### config.mk
export PLATFORM = sky130hd
export DESIGN_NAME = ntt_ctrl
export DESIGN_NICKNAME = d
export VERILOG_FILES = /design/src/design/ntt_pkg.sv /design/src/design/ntt_ctrl.sv
export SDC_FILE = /design/constraint.sdc
export NUM_CORES = 1
export LEC_CHECK = 0
export ABC_AREA = 1
export BUFFER_PORTS_ARGS = -buffer_cell sky130_fd_sc_hd__buf_2
export CAP_MARGIN = 20
export CELL_PAD_IN_SITES_DETAIL_PLACEMENT = 1
export CELL_PAD_IN_SITES_GLOBAL_PLACEMENT = 2
export CORE_ASPECT_RATIO = 1.2
export CORE_MARGIN = 2
export CORE_UTILIZATION = 21
export CTS_BUF_LIST = sky130_fd_sc_hd__clkbuf_8
export DETAILED_ROUTE_END_ITERATION = 10
export PLACE_DENSITY = 0.92
export SYNTH_ARGS = -nofsm -noshare
export SYNTH_HDL_FRONTEND = slang
export SYNTH_SLANG_ARGS = --single-unit
### constraint.sdc
create_clock -name clk -period 1.6 [get_ports clk]
set_input_delay 0.24 -clock clk [delete_from_list [all_inputs] [get_ports clk]]
set_output_delay 0.24 -clock clk [all_outputs]
set_load 0.02 [all_outputs]
### src/design/ntt_pkg.sv
package ntt_pkg;

    localparam int SLOTS_DEFAULT   = 16;
    localparam int ID_BITS_DEFAULT = 64;

    localparam logic [15:0] DEDUP_RESET    = 16'd3000;
    localparam logic [31:0] DT_SINGLE_LO   = 32'd9500;
    localparam logic [31:0] DT_SINGLE_HI   = 32'd10500;
    localparam logic [31:0] DT_DOUBLE_LO   = 32'd19000;
    localparam logic [31:0] DT_DOUBLE_HI   = 32'd21000;
    localparam logic [13:0] PERIOD_MIN     = 14'd9800;
    localparam logic [13:0] PERIOD_MAX     = 14'd10200;
    localparam logic [13:0] PERIOD_DEFAULT = 14'd10000;
    localparam logic [17:0] SAMPLE_SPACING = 18'd1000;
    localparam int          DIV_STEPS      = 32;

    typedef enum logic [1:0] {
        REQ_SINGLE = 2'd0,
        REQ_BATCH  = 2'd1,
        REQ_QUERY  = 2'd2,
        REQ_NONE   = 2'd3
    } req_t;

    typedef enum logic {
        CFG_LEAD  = 1'b0,
        CFG_DEDUP = 1'b1
    } cfg_idx_t;

    typedef enum logic [3:0] {
        ST_IDLE,
        ST_DECODE,
        ST_S_RD,
        ST_S_CMP,
        ST_PICK,
        ST_UPDATE,
        ST_Q_RD,
        ST_Q_CMP,
        ST_Q_DIV,
        ST_Q_CAND,
        ST_Q_OUT,
        ST_ZERO
    } state_t;

    // per-slot record, identifier kept apart since its width is a parameter
    typedef struct packed {
        logic [47:0] mac;
        logic [31:0] last_seen;
        logic [31:0] last_sample;
        logic [31:0] batch_start;
        logic [7:0]  batch_count;
        logic [31:0] first_x;
        logic [31:0] first_y;
        logic [31:0] first_z;
        logic [31:0] total;
        logic [13:0] period;
    } slot_rec_t;

    localparam int REC_W = $bits(slot_rec_t);

    typedef struct packed {
        logic latch;
        logic rd_scan;
        logic scan_step;
        logic pick;
        logic update;
        logic q_load;
        logic q_skip;
        logic q_cand;
        logic emit_query;
        logic emit_zero;
    } ntt_cmd_t;

    typedef struct packed {
        req_t req;
        logic scan_end;
        logic match;
        logic seen;
        logic need_div;
        logic div_busy;
    } ntt_stat_t;

endpackage

### src/design/ntt_ctrl.sv
module ntt_ctrl
    import ntt_pkg::*;
(
    input  logic      clk,
    input  logic      rst_n,
    input  logic      start,
    input  ntt_stat_t stat,
    output ntt_cmd_t  cmd,
    output logic      busy
);

    state_t state_reg;
    state_t state_next;

    always_ff @(posedge clk or negedge rst_n)
    begin
        if (!rst_n)
        begin
            state_reg <= ST_IDLE;
        end
        else
        begin
            state_reg <= state_next;
        end
    end

    always_comb
    begin
        state_next = state_reg;
        case (state_reg)
            ST_IDLE:
            begin
                if (start)
                begin
                    state_next = ST_DECODE;
                end
            end
            ST_DECODE:
            begin
                case (stat.req)
                    REQ_SINGLE, REQ_BATCH: state_next = ST_S_RD;
                    REQ_QUERY:             state_next = ST_Q_RD;
                    default:               state_next = ST_ZERO;
                endcase
            end
            ST_S_RD:   state_next = stat.scan_end ? ST_PICK : ST_S_CMP;
            ST_S_CMP:  state_next = stat.match ? ST_UPDATE : ST_S_RD;
            ST_PICK:   state_next = ST_UPDATE;
            ST_UPDATE: state_next = ST_IDLE;
            ST_Q_RD:   state_next = stat.scan_end ? ST_Q_OUT : ST_Q_CMP;
            ST_Q_CMP:
            begin
                if (!stat.seen)
                begin
                    state_next = ST_Q_RD;
                end
                else if (stat.need_div)
                begin
                    state_next = ST_Q_DIV;
                end
                else
                begin
                    state_next = ST_Q_CAND;
                end
            end
            ST_Q_DIV:  state_next = stat.div_busy ? ST_Q_DIV : ST_Q_CAND;
            ST_Q_CAND: state_next = ST_Q_RD;
            ST_Q_OUT:  state_next = ST_IDLE;
            ST_ZERO:   state_next = ST_IDLE;
            default:   state_next = ST_IDLE;
        endcase
    end

    always_comb
    begin
        cmd = '0;
        case (state_reg)
            ST_IDLE:   cmd.latch      = start;
            ST_S_RD:   cmd.rd_scan    = !stat.scan_end;
            ST_S_CMP:  cmd.scan_step  = 1'b1;
            ST_PICK:   cmd.pick       = 1'b1;
            ST_UPDATE: cmd.update     = 1'b1;
            ST_Q_RD:   cmd.rd_scan    = !stat.scan_end;
            ST_Q_CMP:
            begin
                cmd.q_load = 1'b1;
                cmd.q_skip = !stat.seen;
            end
            ST_Q_CAND: cmd.q_cand     = 1'b1;
            ST_Q_OUT:  cmd.emit_query = 1'b1;
            ST_ZERO:   cmd.emit_zero  = 1'b1;
            default:   cmd            = '0;
        endcase
    end

    assign busy = (state_reg != ST_IDLE);

endmodule

==> results.py, run 1 <==
metrics = {
    "run_status": {
        "outcome": "completed",
    },
    "yosys": {
        "synth_warnings": 0,
        "synthXorXnorAreaFrac_pct": 0,
        "yosysSeqAreaShare_pct": 26.8,
        "synth_top_family_by_area": "simple AND/OR/NAND/NOR gates",
        "synth_fa_ha_area_share_pct": 0,
        "syn_inst": 67,
        "syn-num-nets": 77,
        "synth-seq-cells": 4,
        "synth_mux_area_share_pct": 0,
        "postSynthAreaPerCell_um2": 5.57,
        "yosys.area_share.simple_pct": 53.0,
        "synth_area_um2": 373,
        "synth_compound_area_share_pct": 5.03,
        "synth_cell_type_count": 12,
    },
    "timing": {
        "hold-worst-slack_ns": 0.307,
        "clock.fmax_ghz": 0.647,
        "skew_ns": 0.00198,
        "period_minus_slack_ns": 1.55,
        "relSlewSlack_pct": 79.2,
        "slew_violations": 0,
        "rsz0062_at_grt": "true",
        "tightest_slew_ns": 0.311,
        "period_share_pct": 96.7,
        "setup_viol": 0,
        "hold_viol": 0,
    },
    "global_routing": {
        "antenna_found_initial": 0,
        "grt_pass1_wl_um": 2030,
        "grt_max_degree": 8,
        "first_global_vias": 481,
        "grt_remaining_overflow": 0,
        "track_usage_pct": 12.8,
    },
    "power": {
        "leakagePower_uw": 0.000364,
        "combPwrFrac_pct": 59.4,
        "p_per_area_nw_per_um2": 1890,
        "p_int_uw": 510,
        "p_sw_share_pct": 51.8,
        "sequentialPowerShare_pct": 21.4,
        "p_switching_uw": 547,
        "ir_drop_mv": 0.694,
        "pwr-share-clk_pct": 19.2,
        "power_uw": 1060,
    },
    "critical_path": {
        "arrival_ns": 1.31,
        "critical_path_class": "reg -> out",
        "endpoint_kind": "output pin",
        "worstPathMaxFanout": 4,
        "rrSetupSlack_ns": 0.33,
        "start_kind": "register",
        "worstPathRequired_ns": 1.36,
    },
    "die": {
        "die_h_um": 50.2,
        "std_cell_rows": 16,
        "die_w_um": 42.5,
        "core_um2": 1640,
        "pin_count": 21,
        "start_util_pct": 22.7,
        "dieArea_um2": 2130,
    },
    "detailed_routing": {
        "route.vias.total": 495,
        "routed_wl_um": 1260,
        "viasPerCell": 4.54,
        "routedWlPerCell_um": 11.6,
        "drt_iter0_drc": 0,
        "first_pass_iters": 1,
        "drc": 0,
        "postRouteAntennaNets": 0,
    },
    "clock_network": {
        "cts_tree": "done",
        "clock_latency_ns": 0.21,
        "numCtsBuffers": 3,
        "clkSlewWorstSetupHoldPaths_ns": 0.03,
        "cts_buffer_depth": 2,
        "cts.sinks": 4,
        "postCtsSetupRepairBufs": 0,
        "cts-root-buf": "clkbuf_8",
        "htree_levels": 1,
    },
    "final_layout": {
        "instances_no_fill": 109,
        "mostFrequentLayoutCell": "buf_2",
        "antennaDiodeCount": 0,
        "drive_gt1_share_pct": 30.8,
        "area_delta_synth_final_pct": 49.7,
        "final_cell_mix": "buf_2 (20), nand2_1 (18), inv_1 (15), nor2_1 (13), nand3_1 (5)",
        "largest_register_ffs": 4,
        "final_nets": 103,
        "design_area_um2": 558,
        "fillers": 240,
    },
    "flow_run": {
        "drv_cap": 0,
    },
    "place": {
        "gp_congestion": 0.801,
        "placedCellCount": 105,
        "numPortBuffers": 20,
        "dpl_cell_area_um2": 495,
        "dp_hpwl_um": 997,
    },
    "worst_hold_path": {
        "hold_path.class": "in -> reg",
    },
}
[synth_stat cells (all sizes together)]
cell type	n	area share, %
nand2	19	19
nor2	16	19
inv	15	15
nand3	5	6.7
dfrtp	4	27
nand4	3	5.0
a21oi	2	2.7
nand3b	1	2.0
nor3	1	1.3
o2111ai	1	2.3
[cell type report]
type	instances	area [µm²]	area share, %
tap	18	22.5	4.04
timing repair buffer	21	110	19.7
sequential	4	101	18.2
multi-input combinational	48	226	40.6
clock buffer	3	41.3	7.40
inverter	15	56.3	10.1
[power groups by stage]
stage | Clock [µW] | Combinational, µW | Sequential, µW
2_1_floorplan | 0 | 428 | 195
3_3_place_gp | 0 | 603 | 205
3_5_place_dp | 0 | 603 | 207
4_1_cts | 206 | 611 | 208
5_1_grt | 219 | 712 | 232
6_report | 203 | 628 | 226
[routing by layer]
| metal | vias to the layer above | wire length [µm] | track usage (%) |
|---|---|---|---|
| li1 | 253 | - | - |
| met1 | 222 | 494 | 15.1 |
| met2 | 16 | 672 | 21.3 |
| met3 | 4 | 60 | 2.52 |
| met4 | 0 | 34 | 7.29 |
| met5 | - | 0 | 0 |
[metrics by stage]
stage,utilization [%],worst slack (ns),setup TNS [ns]
after global routing,34.0,-0.0707,-0.164
after floorplan,-,0.193,0
after detailed placement,30.2,0.229,0
after CTS,33.3,0.00289,0
final,34.0,0.0535,0
after global placement,30.2,0.197,0
[critical path, cell delays in order (launching register included)]
cell     delay (ns)
dfrtp_1        0.41
inv_1          0.11
nor2_1         0.23
inv_1          0.09
nor2_1         0.08
buf_2          0.16
[timing repair]
action / CTS / global route
gates resized for setup: 0 / 4
hold endpoints to repair: 4 / 0
hold buffers: 1 / 0
setup endpoints to repair: 0 / 5
[path summary, 6_finish.rpt]
check	cells after the start	endpoint	from
hold reg to reg	3	state_reg[3]$_DFFE_PN0P_	state_reg[0]$_DFFE_PN0P_
setup / recovery	5	cmd[1]	state_reg[3]$_DFFE_PN0P_
setup reg to reg	6	state_reg[0]$_DFFE_PN0P_	state_reg[0]$_DFFE_PN0P_
max in group asynchronous	2	state_reg[1]$_DFFE_PN0P_	rst_n
min in group asynchronous	2	state_reg[0]$_DFFE_PN0P_	rst_n
hold / removal	3	state_reg[3]$_DFFE_PN0P_	stat[2]
[cells by family after synthesis]
logic type | Yosys count
AOI/OAI and AO/OA | 3
buffers and inverters | 15
DFF | 4
and+or+nand+nor | 45
Note: power is estimated with default switching activity, not from simulation.
==> run 2, diff against run 1 <==
--- a/config.mk
+++ b/config.mk
@@ -7,7 +7,6 @@
 export LEC_CHECK = 0
 export ABC_AREA = 1
 export BUFFER_PORTS_ARGS = -buffer_cell sky130_fd_sc_hd__buf_2
-export CAP_MARGIN = 20
 export CELL_PAD_IN_SITES_DETAIL_PLACEMENT = 1
 export CELL_PAD_IN_SITES_GLOBAL_PLACEMENT = 2
 export CORE_ASPECT_RATIO = 1.2
@@ -15,7 +14,7 @@
 export CORE_UTILIZATION = 21
 export CTS_BUF_LIST = sky130_fd_sc_hd__clkbuf_8
 export DETAILED_ROUTE_END_ITERATION = 10
-export PLACE_DENSITY = 0.92
+export PLACE_DENSITY = 0.88
 export SYNTH_ARGS = -nofsm -noshare
 export SYNTH_HDL_FRONTEND = slang
 export SYNTH_SLANG_ARGS = --single-unit
==> run 2 against run 1 <==
Net effect: clock power grew 7%; register-to-register slack gained 0.05 ns; hold slack lost 0.028 ns.
==> results.py, run 2 (synthesized netlist as in run 1, its figures left out) <==
metrics = {
    "worst_hold_path": {
        "min-delay-start": "stat[3]",
        "hold_path_end": "state_reg[1]$_DFFE_PN0P_",
        "hold_path.class": "in -> reg",
        "whs_path_depth": 2,
    },
    "run_status": {
        "outcome": "completed",
    },
    "clock_network": {
        "numCtsBuffers": 3,
        "clkSlewWorstSetupHoldPaths_ns": 0.03,
        "cts_tree": "done",
        "clock_latency_ns": 0.22,
        "cts.sinks": 4,
        "cts-root-buf": "clkbuf_8",
        "cts_buffer_depth": 2,
        "htree_levels": 1,
    },
    "timing": {
        "relSlewSlack_pct": 85.1,
        "period_share_pct": 95.6,
        "clock.fmax_ghz": 0.653,
        "rsz0062_at_grt": "true",
        "tightest_slew_ns": 0.223,
        "skew_ns": 0.000842,
        "hold_viol": 0,
        "period_minus_slack_ns": 1.53,
        "slew_violations": 0,
        "setup_viol": 0,
    },
    "critical_path": {
        "slowest_stage": "dfrtp_1",
        "worstPathRequired_ns": 1.36,
        "cp_slowest_stage_delay_ns": 0.40,
        "critical_path_class": "reg -> out",
        "rr_worst_depth": 6,
        "arrival_ns": 1.29,
        "r2r_start": "state_reg[2]$_DFFE_PN0P_",
        "rrSetupSlack_ns": 0.38,
        "endpoint_kind": "output pin",
        "path_cells": "inv_1, nand2_1, nor2_4, nand2_1, inv_1, buf_2",
        "worstPathMaxFanout": 4,
        "start_kind": "register",
        "reg2reg_to": "state_reg[0]$_DFFE_PN0P_",
        "path_buf_inv": 3,
        "crit_family": "flip-flops",
    },
    "global_routing": {
        "grt_util_met1_pct": 14.4,
        "use_met2_pct": 23.1,
        "antenna_found_initial": 0,
        "first_global_vias": 467,
        "grt_max_degree": 7,
        "track_usage_pct": 13.0,
        "busiest_layer": "met2",
        "grt_remaining_overflow": 0,
        "grt_pass1_wl_um": 2050,
        "grt_util_met3_pct": 2.88,
    },
    "detailed_routing": {
        "postRouteAntennaNets": 0,
        "routedWlPerCell_um": 12.2,
        "viasPerCell": 4.50,
        "drc": 0,
        "routed_wl_um": 1340,
        "first_pass_iters": 5,
        "route.vias.total": 495,
        "drt_iter0_drc": 6,
    },
    "final_layout": {
        "antennaDiodeCount": 0,
        "largest_register_ffs": 4,
        "area_delta_synth_final_pct": 51.0,
        "drive_gt1_share_pct": 32.6,
        "regArea_um2": 101,
        "final_nets": 104,
        "final_cell_mix": "buf_2 (20), nand2_1 (19), inv_1 (15), nor2_1 (11), nand3_1 (5)",
        "mostFrequentLayoutCell": "buf_2",
        "multi_input_area_um2": 224,
        "fillers": 229,
        "instances_no_fill": 110,
    },
    "die": {
        "die_w_um": 42.5,
        "dieArea_um2": 2130,
        "std_cell_rows": 16,
        "die_h_um": 50.2,
        "pin_count": 21,
        "core_um2": 1640,
        "start_util_pct": 22.7,
    },
    "power": {
        "p_per_area_nw_per_um2": 1930,
        "leakagePower_uw": 0.000366,
        "ir_drop_mv": 0.626,
        "power_uw": 1090,
    },
    "place": {
        "dp_hpwl_um": 991,
        "placedCellCount": 106,
        "numPortBuffers": 20,
        "gp_congestion": 0.796,
    },
    "flow_run": {
        "drv_cap": 0,
    },
}
==> run 2: final cells by class <==
cell class                      count  share of cell area (%)
Multi-Input combinational cell     48                    39.8
Timing Repair Buffer               22                    20.9
Sequential cell                     4                    18.0
Inverter                           15                    10.0
Clock buffer                        3                    7.33
Tap cell                           18                    4.00
==> run 2: timing repair <==
action	CTS	global route
buffers inserted	0	0
endpoints found under the hold margin	4	0
gates resized for setup	0	4
setup endpoints to repair	0	3
hold buffers	1	0
==> run 2: worst max path at each step <==
stage	startpoint	end	slack, ns	depth (start not counted)
final	state_reg[3]$_DFFE_PN0P_	cmd[3]	0.07	6
after detailed placement	state_reg[1]$_DFFE_PN0P_	cmd[9]	0.24	4
after floorplan	state_reg[2]$_DFFE_PN0P_	cmd[9]	0.19	3
after CTS	state_reg[1]$_DFFE_PN0P_	cmd[9]	0.02	4
after global routing	state_reg[3]$_DFFE_PN0P_	cmd[3]	-0.01	6
after global placement	state_reg[1]$_DFFE_PN0P_	cmd[9]	0.25	4
==> run 2: through the flow <==
step	TNS [ns]	hold WS, ns	setup slack (ns)	util (%)	instance area (µm²)
floorplan	0	-0.0556	0.193	-	373
global placement	0	0.0438	0.252	30.6	503
detailed placement	0	0.0437	0.245	30.6	503
CTS	0	0.291	0.0164	33.8	554
global route	-0.00950	0.301	-0.00950	34.3	563
finish	0	0.278	0.0697	34.3	563
==> run 2: worst reg2reg max path, cell delays in order (launching register included) <==
cell and delay (ns):
dfrtp_1 0.42, nor2_2 0.19, buf_4 0.17, nand3_1 0.07, nand2_1 0.09, nor2_1 0.06
a21oi_1 0.13
==> run 2: where the power goes <==
group	total, µW	switching (µW)	internal, µW
Combinational	650	439	211
Sequential	220	64.5	155
Clock	217	55.9	161
Total	1090	559	527
==> run 2: metal layers <==
metal | up-vias | wire length, µm
li1 | 255 | -
met1 | 221 | 520
met2 | 17 | 740
met3 | 2 | 65
met4 | 0 | 11
met5 | - | 0
